File: config.mk
export PLATFORM = sky130hd
export DESIGN_NAME = ecg_iir_filter_three_mode_top
export DESIGN_NICKNAME = d
export VERILOG_FILES = /design/src/ecgiir_pkg.sv /design/src/ecg_iir_filter_three_mode_top.sv
export SDC_FILE = /design/constraint.sdc
export NUM_CORES = 2
export LEC_CHECK = 0
export ABC_AREA = 1
export ABC_CLOCK_PERIOD_IN_PS = 10000
export BUFFER_PORTS_ARGS = -buffer_cell sky130_fd_sc_hd__buf_2
export CORE_AREA = 5 5 402 404
export DETAILED_ROUTE_END_ITERATION = 16
export DIE_AREA = 0 0 407 409
export GPL_TIMING_DRIVEN = 0
export HOLD_SLACK_MARGIN = 0.03
export PLACE_DENSITY_LB_ADDON = 0.2
export SLEW_MARGIN = 5
export SYNTH_ARGS = -nofsm -noshare
export SYNTH_HDL_FRONTEND = slang
export SYNTH_SLANG_ARGS = --single-unit
File: constraint.sdc
create_clock -name clk_i -period 10 [get_ports clk_i]
set_input_delay 1 -clock clk_i [delete_from_list [all_inputs] [get_ports clk_i]]
set_output_delay 1 -clock clk_i [all_outputs]
set_load 0.01 [all_outputs]
File: src/ecgiir_pkg.sv
// ecgiir_pkg: shared types, codes and Q15 coefficients of the three-mode ECG filter.
// Used by ecg_iir_filter_three_mode_top and ecgiir_checker; depends on nothing.
`timescale 1ns / 1ps

package ecgiir_pkg;

  // filter mode codes
  localparam logic [1:0] MODE_OFF = 2'd0;
  localparam logic [1:0] MODE_LP  = 2'd1;
  localparam logic [1:0] MODE_BP  = 2'd2;
  localparam logic [1:0] MODE_SEC = 2'd3;

  // register indexes (byte address / 4)
  localparam logic [1:0] REG_MODE   = 2'd0;
  localparam logic [1:0] REG_GAIN   = 2'd1;
  localparam logic [1:0] REG_OFFSET = 2'd2;

  // datapath widths
  localparam int OPA_W  = 34;
  localparam int OPB_W  = 20;
  localparam int PROD_W = OPA_W + OPB_W;
  localparam int ACC_W  = 56;

  // last multiply step of each filter
  localparam logic [2:0] LAST_LP  = 3'd6;
  localparam logic [2:0] LAST_BP  = 3'd5;
  localparam logic [2:0] LAST_SEC = 3'd3;

  // Q15 coefficients
  localparam logic signed [OPB_W-1:0] LP_B   = 20'sd2709;
  localparam logic signed [OPB_W-1:0] LP_A0  = -20'sd594;
  localparam logic signed [OPB_W-1:0] LP_A1  = 20'sd1078;
  localparam logic signed [OPB_W-1:0] LP_A2  = -20'sd16178;
  localparam logic signed [OPB_W-1:0] LP_A3  = 20'sd5118;
  localparam logic signed [OPB_W-1:0] BP_B   = 20'sd8631;
  localparam logic signed [OPB_W-1:0] BP_A0  = -20'sd5723;
  localparam logic signed [OPB_W-1:0] BP_A1  = 20'sd15063;
  localparam logic signed [OPB_W-1:0] BP_A2  = -20'sd43319;
  localparam logic signed [OPB_W-1:0] BP_A3  = 20'sd66656;
  localparam logic signed [OPB_W-1:0] SEC_B  = 20'sd16569;
  localparam logic signed [OPB_W-1:0] SEC_A0 = -20'sd1854;
  localparam logic signed [OPB_W-1:0] SEC_A1 = 20'sd33026;

  // sequencer states
  typedef enum logic [2:0] {
    ST_IDLE,
    ST_MUL,
    ST_ACC,
    ST_FIN,
    ST_DONE
  } state_e;

  // history of one second-order section
  typedef struct packed {
    logic signed [31:0] x1;
    logic signed [31:0] x2;
    logic signed [31:0] y1;
    logic signed [31:0] y2;
  } sec_hist_t;

endpackage

File: src/ecg_iir_filter_three_mode_top.sv
// Three-mode fixed-point ECG IIR filter: one shared multiplier under a step sequencer.
// Depends on ecgiir_pkg.
`timescale 1ns / 1ps

// Usage:
//   Input channel (in_valid_i/in_ready_o) carries one raw 16-bit sample and an
//   end-of-block mark per request; output channel (out_valid_o/out_ready_i)
//   returns one filtered sample with the mark copied.
//   Configuration goes through an APB-style port: mode at 0x0, gain at 0x4,
//   offset at 0x8; pready is tied high. Write registers only while idle.
//   One multiplier is shared by all products; each product passes through a
//   multiply state and an accumulate state. The cascade runs its SECTIONS
//   sections in turn; mode zero skips the multiplier and goes straight to done.
//   After each item the sequencer goes back to idle before the next request.
//   in_ready_o is high only while the sequencer is idle. A finished result
//   sits in the output register; the next request is taken meanwhile, and
//   the sequencer waits at its end if that register is still occupied.
//   Reset clears all filter histories and loads mode 1, gain 1, offset 2047.
module ecg_iir_filter_three_mode_top
  import ecgiir_pkg::*;
#(
  parameter int SECTIONS   = 6,
  parameter int COEF_SHIFT = 15
) (
  input  logic        clk_i,
  input  logic        rst_ni,
  // sample channel
  input  logic        in_valid_i,
  output logic        in_ready_o,
  input  logic [15:0] sample_i,
  input  logic        end_of_block_i,
  // result channel
  output logic        out_valid_o,
  input  logic        out_ready_i,
  output logic [15:0] filtered_o,
  output logic        end_of_block_out_o,
  // configuration port
  input  logic        psel,
  input  logic        penable,
  input  logic        pwrite,
  input  logic [3:0]  paddr,
  input  logic [31:0] pwdata,
  output logic [31:0] prdata,
  output logic        pready
);

  localparam int SEC_W = (SECTIONS > 1) ? $clog2(SECTIONS) : 1;
  localparam logic [SEC_W-1:0] SEC_LAST = SEC_W'(SECTIONS - 1);

  // configuration registers
  logic [1:0]  mode_q;
  logic [4:0]  gain_q;
  logic [15:0] offset_q;

  // sequencer and datapath
  state_e state_q, state_d;
  logic [2:0]              step_q;
  logic [SEC_W-1:0]        sec_q;
  logic signed [PROD_W-1:0] prod_q;
  logic signed [ACC_W-1:0]  acc_q;
  logic signed [OPB_W-1:0]  k_q;
  logic [15:0]             corr_q;
  logic [15:0]             x_q;
  logic                    eob_q;
  logic signed [31:0]      v_q;
  logic [15:0]             res_q;

  // histories
  logic [15:0]        px_q [4];
  logic signed [31:0] py_q [4];
  sec_hist_t          sh_q [SECTIONS];

  // output register
  logic        out_valid_q;
  logic [15:0] filtered_q;
  logic        eob_out_q;

  logic in_fire, out_free, cfg_wr;
  logic [2:0] last_step;
  logic signed [OPA_W-1:0]  op_a;
  logic signed [OPB_W-1:0]  op_b;
  logic signed [PROD_W-1:0] mul_p;
  logic signed [ACC_W-1:0]  acc_shr;
  logic signed [31:0]       y_w;
  logic [15:0]              res_w;
  logic signed [OPA_W-1:0]  t_lp, t_bp, t_sec;
  logic [4:0]               sec_gain;

  // 4*(p2+p0) + 6*p1 + x, all unsigned and narrow
  function automatic logic [20:0] sample_hold_sum(logic [15:0] x, logic [15:0] p2,
                                                 logic [15:0] p0, logic [15:0] p1);
    logic [20:0] s;
    s = 21'(x) + (21'(p2) << 2) + (21'(p0) << 2) + (21'(p1) << 2) + (21'(p1) << 1);
    return s;
  endfunction

  assign in_fire  = in_valid_i && in_ready_o;
  assign out_free = !out_valid_q || out_ready_i;
  assign cfg_wr   = psel && penable && pwrite;
  assign pready   = 1'b1;

  // configuration writes
  always_ff @(posedge clk_i or negedge rst_ni) begin
    if (!rst_ni) begin
      mode_q   <= MODE_LP;
      gain_q   <= 5'd1;
      offset_q <= 16'd2047;
    end else if (cfg_wr) begin
      unique case (paddr[3:2])
        REG_MODE:   mode_q   <= pwdata[1:0];
        REG_GAIN:   gain_q   <= pwdata[4:0];
        REG_OFFSET: offset_q <= pwdata[15:0];
        default:    ;
      endcase
    end
  end

  // configuration reads
  always_comb begin
    unique case (paddr[3:2])
      REG_MODE:   prdata = {30'd0, mode_q};
      REG_GAIN:   prdata = {27'd0, gain_q};
      REG_OFFSET: prdata = {16'd0, offset_q};
      default:    prdata = 32'd0;
    endcase
  end

  // input terms of each filter
  assign t_lp = OPA_W'(px_q[3]) + OPA_W'(sample_hold_sum(x_q, px_q[2], px_q[0], px_q[1]));
  assign t_bp = OPA_W'(px_q[3]) + OPA_W'(x_q) - (OPA_W'(px_q[1]) <<< 1);
  assign t_sec = OPA_W'(v_q) - OPA_W'(sh_q[0].x2);
  assign sec_gain = (int'(sec_q) < 2) ? gain_q : 5'd1;

  always_comb begin
    unique case (mode_q)
      MODE_LP:  last_step = LAST_LP;
      MODE_BP:  last_step = LAST_BP;
      MODE_SEC: last_step = LAST_SEC;
      default:  last_step = LAST_SEC;
    endcase
  end

  // operand selection for the shared multiplier
  always_comb begin
    op_a = '0;
    op_b = '0;
    if (mode_q == MODE_SEC) begin
      unique case (step_q)
        3'd0: begin op_a = OPA_W'(sec_gain); op_b = SEC_B;  end
        3'd1: begin op_a = t_sec;            op_b = k_q;    end
        3'd2: begin op_a = OPA_W'(sh_q[0].y2); op_b = SEC_A0; end
        3'd3: begin op_a = OPA_W'(sh_q[0].y1); op_b = SEC_A1; end
        default: ;
      endcase
    end else begin
      unique case (step_q)
        3'd0: begin
          op_a = OPA_W'(gain_q);
          op_b = (mode_q == MODE_LP) ? LP_B : BP_B;
        end
        3'd1: begin op_a = (mode_q == MODE_LP) ? t_lp : t_bp; op_b = k_q; end
        3'd2: begin op_a = OPA_W'(py_q[3]); op_b = (mode_q == MODE_LP) ? LP_A0 : BP_A0; end
        3'd3: begin op_a = OPA_W'(py_q[2]); op_b = (mode_q == MODE_LP) ? LP_A1 : BP_A1; end
        3'd4: begin op_a = OPA_W'(py_q[1]); op_b = (mode_q == MODE_LP) ? LP_A2 : BP_A2; end
        3'd5: begin op_a = OPA_W'(py_q[0]); op_b = (mode_q == MODE_LP) ? LP_A3 : BP_A3; end
        3'd6: begin op_a = OPA_W'(offset_q); op_b = OPB_W'(gain_q); end
        default: ;
      endcase
    end
  end

  assign mul_p = op_a * op_b;

  // scale down and wrap to 32 bits, then offset correction
  assign acc_shr = acc_q >>> COEF_SHIFT;
  assign y_w     = acc_shr[31:0];
  always_comb begin
    if (mode_q == MODE_LP) res_w = y_w[15:0] + offset_q - corr_q;
    else                   res_w = y_w[15:0] + offset_q;
  end

  // next state
  always_comb begin
    state_d = state_q;
    unique case (state_q)
      ST_IDLE: if (in_fire) state_d = (mode_q == MODE_OFF) ? ST_DONE : ST_MUL;
      ST_MUL:  state_d = ST_ACC;
      ST_ACC:  state_d = (step_q == last_step) ? ST_FIN : ST_MUL;
      ST_FIN:  state_d = (mode_q == MODE_SEC && sec_q != SEC_LAST) ? ST_MUL : ST_DONE;
      ST_DONE: if (out_free) state_d = ST_IDLE;
      default: state_d = ST_IDLE;
    endcase
  end

  // handshake outputs
  always_comb begin
    in_ready_o         = (state_q == ST_IDLE);
    out_valid_o        = out_valid_q;
    filtered_o         = filtered_q;
    end_of_block_out_o = eob_out_q;
  end

  always_ff @(posedge clk_i or negedge rst_ni) begin
    if (!rst_ni) state_q <= ST_IDLE;
    else         state_q <= state_d;
  end

  // sequencer counters and arithmetic registers
  always_ff @(posedge clk_i or negedge rst_ni) begin
    if (!rst_ni) begin
      step_q <= '0;
      sec_q  <= '0;
    end else begin
      unique case (state_q)
        ST_IDLE: begin
          step_q <= '0;
          sec_q  <= '0;
        end
        ST_ACC:  if (step_q != last_step) step_q <= step_q + 3'd1;
        ST_FIN: begin
          step_q <= '0;
          if (sec_q != SEC_LAST) sec_q <= sec_q + SEC_W'(1);
        end
        default: ;
      endcase
    end
  end

  always_ff @(posedge clk_i) begin
    unique case (state_q)
      ST_IDLE: begin
        if (in_fire) begin
          x_q   <= sample_i;
          eob_q <= end_of_block_i;
          v_q   <= 32'(signed'({1'b0, sample_i}));
          res_q <= 16'd0;
        end
      end
      ST_MUL: prod_q <= mul_p;
      ST_ACC: begin
        if (step_q == 3'd0)                           k_q    <= prod_q[OPB_W-1:0];
        else if (step_q == 3'd1)                      acc_q  <= ACC_W'(prod_q);
        else if (mode_q == MODE_LP && step_q == 3'd6) corr_q <= prod_q[15:0];
        else                                          acc_q  <= acc_q + ACC_W'(prod_q);
      end
      ST_FIN: begin
        v_q   <= y_w;
        res_q <= res_w;
      end
      default: ;
    endcase
  end

  // filter histories
  always_ff @(posedge clk_i or negedge rst_ni) begin
    if (!rst_ni) begin
      for (int i = 0; i < 4; i++) begin
        px_q[i] <= '0;
        py_q[i] <= '0;
      end
      for (int i = 0; i < SECTIONS; i++) sh_q[i] <= '0;
    end else if (state_q == ST_FIN) begin
      if (mode_q == MODE_SEC) begin
        // rotate: updated section goes to the back, next one comes to the front
        for (int i = 0; i < SECTIONS - 1; i++) sh_q[i] <= sh_q[i+1];
        sh_q[SECTIONS-1] <= '{x1: v_q, x2: sh_q[0].x1, y1: y_w, y2: sh_q[0].y1};
      end else begin
        px_q[3] <= px_q[2];
        px_q[2] <= px_q[1];
        px_q[1] <= px_q[0];
        px_q[0] <= x_q;
        py_q[3] <= py_q[2];
        py_q[2] <= py_q[1];
        py_q[1] <= py_q[0];
        py_q[0] <= y_w;
      end
    end
  end

  // output register
  always_ff @(posedge clk_i or negedge rst_ni) begin
    if (!rst_ni) begin
      out_valid_q <= 1'b0;
    end else if (state_q == ST_DONE && out_free) begin
      out_valid_q <= 1'b1;
    end else if (out_ready_i) begin
      out_valid_q <= 1'b0;
    end
  end

  always_ff @(posedge clk_i) begin
    if (state_q == ST_DONE && out_free) begin
      filtered_q <= res_q;
      eob_out_q  <= eob_q;
    end
  end

endmodule

# [Yosys cells after proc, flatten, opt, wreduce, memory -nomap -nowiden]
# Cells that the tools add are included.
[word_totals] reg_bits=1221 in_bits=60 out_inout_bits=52 elab_cells=153
[classes] addsub=13 multipliers=1 magnitude_cmp=1 eq_ne=23 muxes=34 bitwise_logic=3 n_reduce_logical=29
[op_table] op="34-bit case mux with 7 select lines" n=1
[op_table] op="20-bit case mux with 7 select lines" n=1
[op_table] op="34-bit case mux with 4 select lines" n=1
[op_table] op="56-bit 2-to-1 mux" n=2
[op_table] op="20-bit case mux with 4 select lines" n=1
[op_table] op="34-bit 2-to-1 mux" n=2
[op_table] op="32-bit case mux with 2 select lines" n=1
[op_table] op="56-bit by 54-bit adder with 56-bit output" n=1
[op_table] op="34-bit by 20-bit multiplier with 54-bit output" n=1
[op_table] op="16-bit 2-to-1 mux" n=3
[op_table] op="16-bit case mux with 3 select lines" n=1
[op_table] op="32-bit by 32-bit subtractor with 33-bit output" n=1
[op_table] op="32-bit 2-to-1 mux" n=1
[op_table] op="16-bit case mux with 2 select lines" n=1
[op_table] op="14-bit 2-to-1 mux" n=2
[op_table] op="16-bit by 21-bit adder with 22-bit output" n=1
[op_table] op="2-bit AND reduction" n=11
[op_table] op="20-bit by 18-bit adder with 21-bit output" n=1
[op_table] op="21-bit by 17-bit adder with 21-bit output" n=1
[op_table] op="19-bit by 18-bit adder with 20-bit output" n=1
[op_table] op="20-bit 2-to-1 mux" n=1
[op_table] op="16-bit by 18-bit adder with 19-bit output" n=1
[op_table] op="3-bit 2-to-1 mux" n=6
[op_table] op="3-bit case mux with 2 select lines" n=3
[op_table] op="other kinds (32)" n=58

# [Logic depth before layout (Yosys ltp)]
[logic_depth] word_depth=9 mapped_depth=56

# [Worst setup path before layout]
# OpenSTA, ideal clock, no wires.
[synth_path] path_kind="flip-flop to flip-flop" start="reg px_q[40] (netlist name)" end="reg prod_q[32], data pin" setup_ps=261 arrival_time_ps=9149 setup_slack_ps=590 path_stages_with_launch=52 period_less_slack_ps=9410 cell_sequence="dfrtp_1 inv_1 fa_1 inv_1 fa_1 inv_1 fa_1 inv_1 ha_1 inv_2 o21ai_0 a31oi_1 nand3_2 nand3_2 nand2_1 nand2_1 inv_2 o21ai_1 (+16 left out) inv_1 fa_1 inv_1 fa_1 inv_1 fa_1 inv_1 ha_1 a21oi_1 o21ai_0 a211o_1 a21oi_1 o21ai_0 nand2_1 nand2_1 nand2_1 nand2_1 xor2_1"
[synth_via] elab_chain_len=7
[synth_lines] item="from (decl)" line_no="ecg_iir_filter_three_mode_top.sv:69" source="logic [15:0] px_q [4];"
[synth_lines] item="20-bit by 18-bit adder with 21-bit output" line_no="ecg_iir_filter_three_mode_top.sv:93" source="s = 21'(x) + (21'(p2) << 2) + (21'(p0) << 2) + (21'(p1) << 2) + (21'(p1) << 1);"
[synth_lines] item="21-bit by 17-bit adder with 21-bit output" line_no="ecg_iir_filter_three_mode_top.sv:93"
[synth_lines] item="16-bit by 21-bit adder with 22-bit output" line_no="ecg_iir_filter_three_mode_top.sv:129" source="assign t_lp = OPA_W'(px_q[3]) + OPA_W'(sample_hold_sum(x_q, px_q[2], px_q[0], px_q[1]));"
[synth_lines] item="34-bit 2-to-1 mux *" line_no="ecg_iir_filter_three_mode_top.sv:161" source="3'd1: begin op_a = (mode_q == MODE_LP) ? t_lp : t_bp; op_b = k_q; end"
[synth_lines] item="34-bit case mux with 7 select lines *" line_no="ecg_iir_filter_three_mode_top.sv:156" source="unique case (step_q)"
[synth_lines] item="34-bit 2-to-1 mux *" line_no="ecg_iir_filter_three_mode_top.sv:147" source="if (mode_q == MODE_SEC) begin"
[synth_lines] item="34-bit by 20-bit multiplier with 54-bit output *" line_no="ecg_iir_filter_three_mode_top.sv:172" source="assign mul_p = op_a * op_b;"
[synth_lines] item="named net mul_p[32]" line_no="ecg_iir_filter_three_mode_top.sv:82" source="logic signed [PROD_W-1:0] mul_p;"
[synth_lines] item="to (signal assigned)" line_no="ecg_iir_filter_three_mode_top.sv:239" source="ST_MUL: prod_q <= mul_p;"
[synth_lines] item="to (decl)" line_no="ecg_iir_filter_three_mode_top.sv:59" source="logic signed [PROD_W-1:0] prod_q;"
# The timed path passes the listed nets; every way through them passes the cells marked *.
# A chain may end at the register's enable or synchronous reset.

# [Worst setup path in the final report]
[layout_path] start="reg x_q[8]" end="reg prod_q[43], data pin"
[layout_via] elab_chain_len=9
[layout_lines] item="from (decl)" line_no="ecg_iir_filter_three_mode_top.sv:63" source="logic [15:0] x_q;"
[layout_lines] item="from (signal assigned)" line_no="ecg_iir_filter_three_mode_top.sv:233" source="x_q <= sample_i;"
[layout_lines] item="16-bit by 18-bit adder with 19-bit output" line_no="ecg_iir_filter_three_mode_top.sv:93"
[layout_lines] item="19-bit by 18-bit adder with 20-bit output" line_no="ecg_iir_filter_three_mode_top.sv:93"
[layout_lines] item="20-bit by 18-bit adder with 21-bit output" line_no="ecg_iir_filter_three_mode_top.sv:93"
[layout_lines] item="21-bit by 17-bit adder with 21-bit output" line_no="ecg_iir_filter_three_mode_top.sv:93"
[layout_lines] item="16-bit by 21-bit adder with 22-bit output" line_no="ecg_iir_filter_three_mode_top.sv:129"
[layout_lines] item="34-bit 2-to-1 mux *" line_no="ecg_iir_filter_three_mode_top.sv:161"
[layout_lines] item="34-bit case mux with 7 select lines *" line_no="ecg_iir_filter_three_mode_top.sv:156"
[layout_lines] item="34-bit 2-to-1 mux *" line_no="ecg_iir_filter_three_mode_top.sv:147"
[layout_lines] item="34-bit by 20-bit multiplier with 54-bit output *" line_no="ecg_iir_filter_three_mode_top.sv:172"
[layout_lines] item="named net mul_p[43]" line_no="ecg_iir_filter_three_mode_top.sv:82"
# Marked as above.

==> results.py <==
metrics = {
    "run_status": {
        "status": "complete, but fails checks",
        "violations": "capacitance limit, slew limit, setup timing",
    },
    "cts": {
        "clk_latency_ns": 0.75,
        "cts-root-buf": "clkbuf_16",
        "cts_sinks": 1205,
        "cts.clk_slew.worst_paths_ns": 0.06,
        "cts_max_level": 3,
        "cts_tree": "done",
        "max-clock-path-buffers": 3,
        "numCtsBuffers": 116,
        "postCtsHoldBufs": 0,
    },
    "logic_synthesis": {
        "async_flop_share_pct": 82.41,
        "syn_area_um2": 78210,
        "yosysTopAreaCell": "dfrtp_1",
        "synth_seq_area_share_pct": 39.94,
        "synth_edf_count": 212,
        "avgSynthCellArea_um2": 10.09,
        "synth_top_area_share_pct": 31.36,
        "synth_warnings": 0,
        "syn_inst": 7750,
        "synth_top_flop_cell": "dfrtp_1",
        "synth.distinct_cells": 75,
        "ys_top_cells_by_area": "dfrtp_1 (31%), fa_1 (17%), mux2_2 (9.8%)",
        "ys_ff_latch": 1205,
    },
    "setup_path": {
        "cp.depth": 49,
        "rr_worst_depth": 49,
        "worst_path_most_repeated_cell": "fa_1",
        "critPathKind": "flop to flop",
        "worst-path-max-fanout": 10,
        "slowest_stage": "fa_2",
        "r2r_setup_slack_ns": -0.28,
        "start_kind": "flop",
        "path_buf_inv": 16,
        "required_ns": 10.49,
        "cp_slowest_stage_delay_ns": 0.57,
        "end_kind": "flop",
        "cp.arrival_ns": 10.77,
        "crit_family": "adder cells",
    },
    "cells_and_area": {
        "synthToLayoutAreaGrowth_pct": 12.76,
        "nNetsFinal": 9106,
        "multiInputGateArea_um2": 41600,
        "seq_area_um2": 31240,
        "stdcell_area_um2": 88180,
        "drive_above_1_share_pct": 21.35,
        "fillerInstances": 13830,
        "final_common_cell": "inv_1",
        "final_cell_mix": "inv_1 (1302), nand2_1 (1173), dfrtp_1 (975)",
    },
    "floorplan": {
        "start_util_pct": 49.66,
        "rows": 146,
        "die_width_um": 407,
        "dieArea_um2": 166500,
        "dieHeight_um": 409,
        "core_um2": 157500,
        "io-pin-count": 112,
    },
    "timing": {
        "setup_slack_ns": -0.2826,
        "final_max_slew_viol_count": 11,
        "max_freq_mhz": 97.25,
        "setup_tns_ns": -1.825,
        "finalSetupViolations": 15,
        "tightest_slew_ns": 1.542,
        "min_period_ns": 10.28,
        "fin_crit_sh_pct": 102.8,
        "slew_headroom_pct": -2.790,
        "timing.final.hold_violations": 0,
        "clock_skew_ns": 0.04917,
        "whs_ns": 0.1590,
        "rsz0062_at_grt": "yes",
    },
    "detailed_routing": {
        "wl_um": 242400,
        "wire_per_inst_um": 23.61,
        "via_per_inst": 5.521,
        "drt_iter0_drc": 5298,
        "vias": 56690,
        "dr.pass1.iters": 9,
        "drc": 0,
        "antenna_left": 0,
    },
    "global_routing": {
        "grt_max_degree": 170,
        "grt_overflow": 0,
        "grt.total_usage_pct": 29.12,
        "antenna_found_initial": 4,
        "grt_pass1_wl_um": 362000,
        "grt_pass1_vias": 58330,
    },
    "placed_design": {
        "finalWeightedCongestion": 0.9892,
        "place.detailed.hpwl_um": 190500,
        "dpl_cell_area_um2": 81640,
        "portBuffers": 76,
    },
    "job": {
        "drv_cap": 1,
    },
    "hold_path": {
        "hold_class": "primary input to async pin",
    },
}
## path summary, 6_finish.rpt
check                                      end      start
max in group asynchronous            sh_q[147]     rst_ni
worst max register to register      prod_q[43]     x_q[8]
worst min register to register  filtered_o[11]  res_q[11]
worst min-delay path                  px_q[23]     rst_ni
worst max-delay path                prod_q[43]     x_q[8]
min in group clk_i              filtered_o[11]  res_q[11]
## repair_timing
item,in CTS,in global routing
pin swaps,106,129
gates resized for setup,330,157
setup endpoints to repair,35,28
gates cloned,1,2
buffers inserted,76,35
## synthesized netlist by cell type, types with 20 or more instances
library cell and n:
a21oi_1 287, a21oi_2 20, a221oi_1 29, a31oi_1 28, buf_2 112, buf_4 78, clkbuf_1 105, dfrtp_1 980
edfxtp_1 212, fa_1 675, ha_1 283, inv_1 1374, inv_2 27, mux2_2 684, nand2_1 1226, nand2_2 63
nand3_1 123, nand4_1 21, nor2_1 550, nor3_1 24, o2111ai_1 32, o21a_1 34, o21ai_0 394, o21ai_1 35
o22ai_1 31, xnor2_1 55, xor2_1 83
## routing by layer
layer | wire [um] | GRT usage (%) | vias to the layer above
met4 | 13750 | 13.73 | 0
met5 | 0 | 0 | -
met3 | 19620 | 6.139 | 598
met2 | 113300 | 47.13 | 2250
li1 | - | - | 25210
met1 | 95770 | 37.59 | 28630
## sequential cells by signal, summed over array words and instances (netlist names), 5 cells and up
name / count
prod_q: 47
x_q: 16
v_q: 32
px_q: 64
gain_q: 5
acc_q: 47
corr_q: 16
res_q: 16
k_q: 20
py_q: 128
filtered_o: 16
sh_q: 768
offset_q: 16
## area by class of cell
| class | count | share of cell area, % |
|---|---|---|
| multi-input cells | 4840 | 47.18 |
| flip-flops and latches | 1205 | 35.42 |
| inverters | 1409 | 6.054 |
| clock buffers | 155 | 3.645 |
| well taps | 2072 | 2.940 |
| plain buffers | 309 | 2.021 |
| repair buffers | 207 | 2.001 |
| clock inverters | 64 | 0.7222 |
| diodes | 6 | 0.01703 |
## logic make-up after synthesis
family / after synthesis / share of synthesized area [%]
and+or+nand+nor: 2051 / 10.57
xor gates and xnor gates: 138 / 1.546
muxes: 684 / 9.849
AOI/OAI and AO/OA: 992 / 7.384
other: 2 / 0.009603
DFF: 1205 / 39.94
buffers and inverters: 1720 / 8.902
adders and majority gates: 958 / 21.81
## per-stage QoR
step	setup WS (ns)	instances	util, %
floorplan	0.5899	7765	-
global placement	-13.42	9913	51.59
detailed placement	-1.789	9931	51.84
CTS	-0.1677	10230	55.46
global route	-0.5638	10260	55.99
finish	-0.2826	10270	56.00
Power is not shown: default switching activity piles up to over one toggle a cycle in this logic, so the estimate is an artifact.
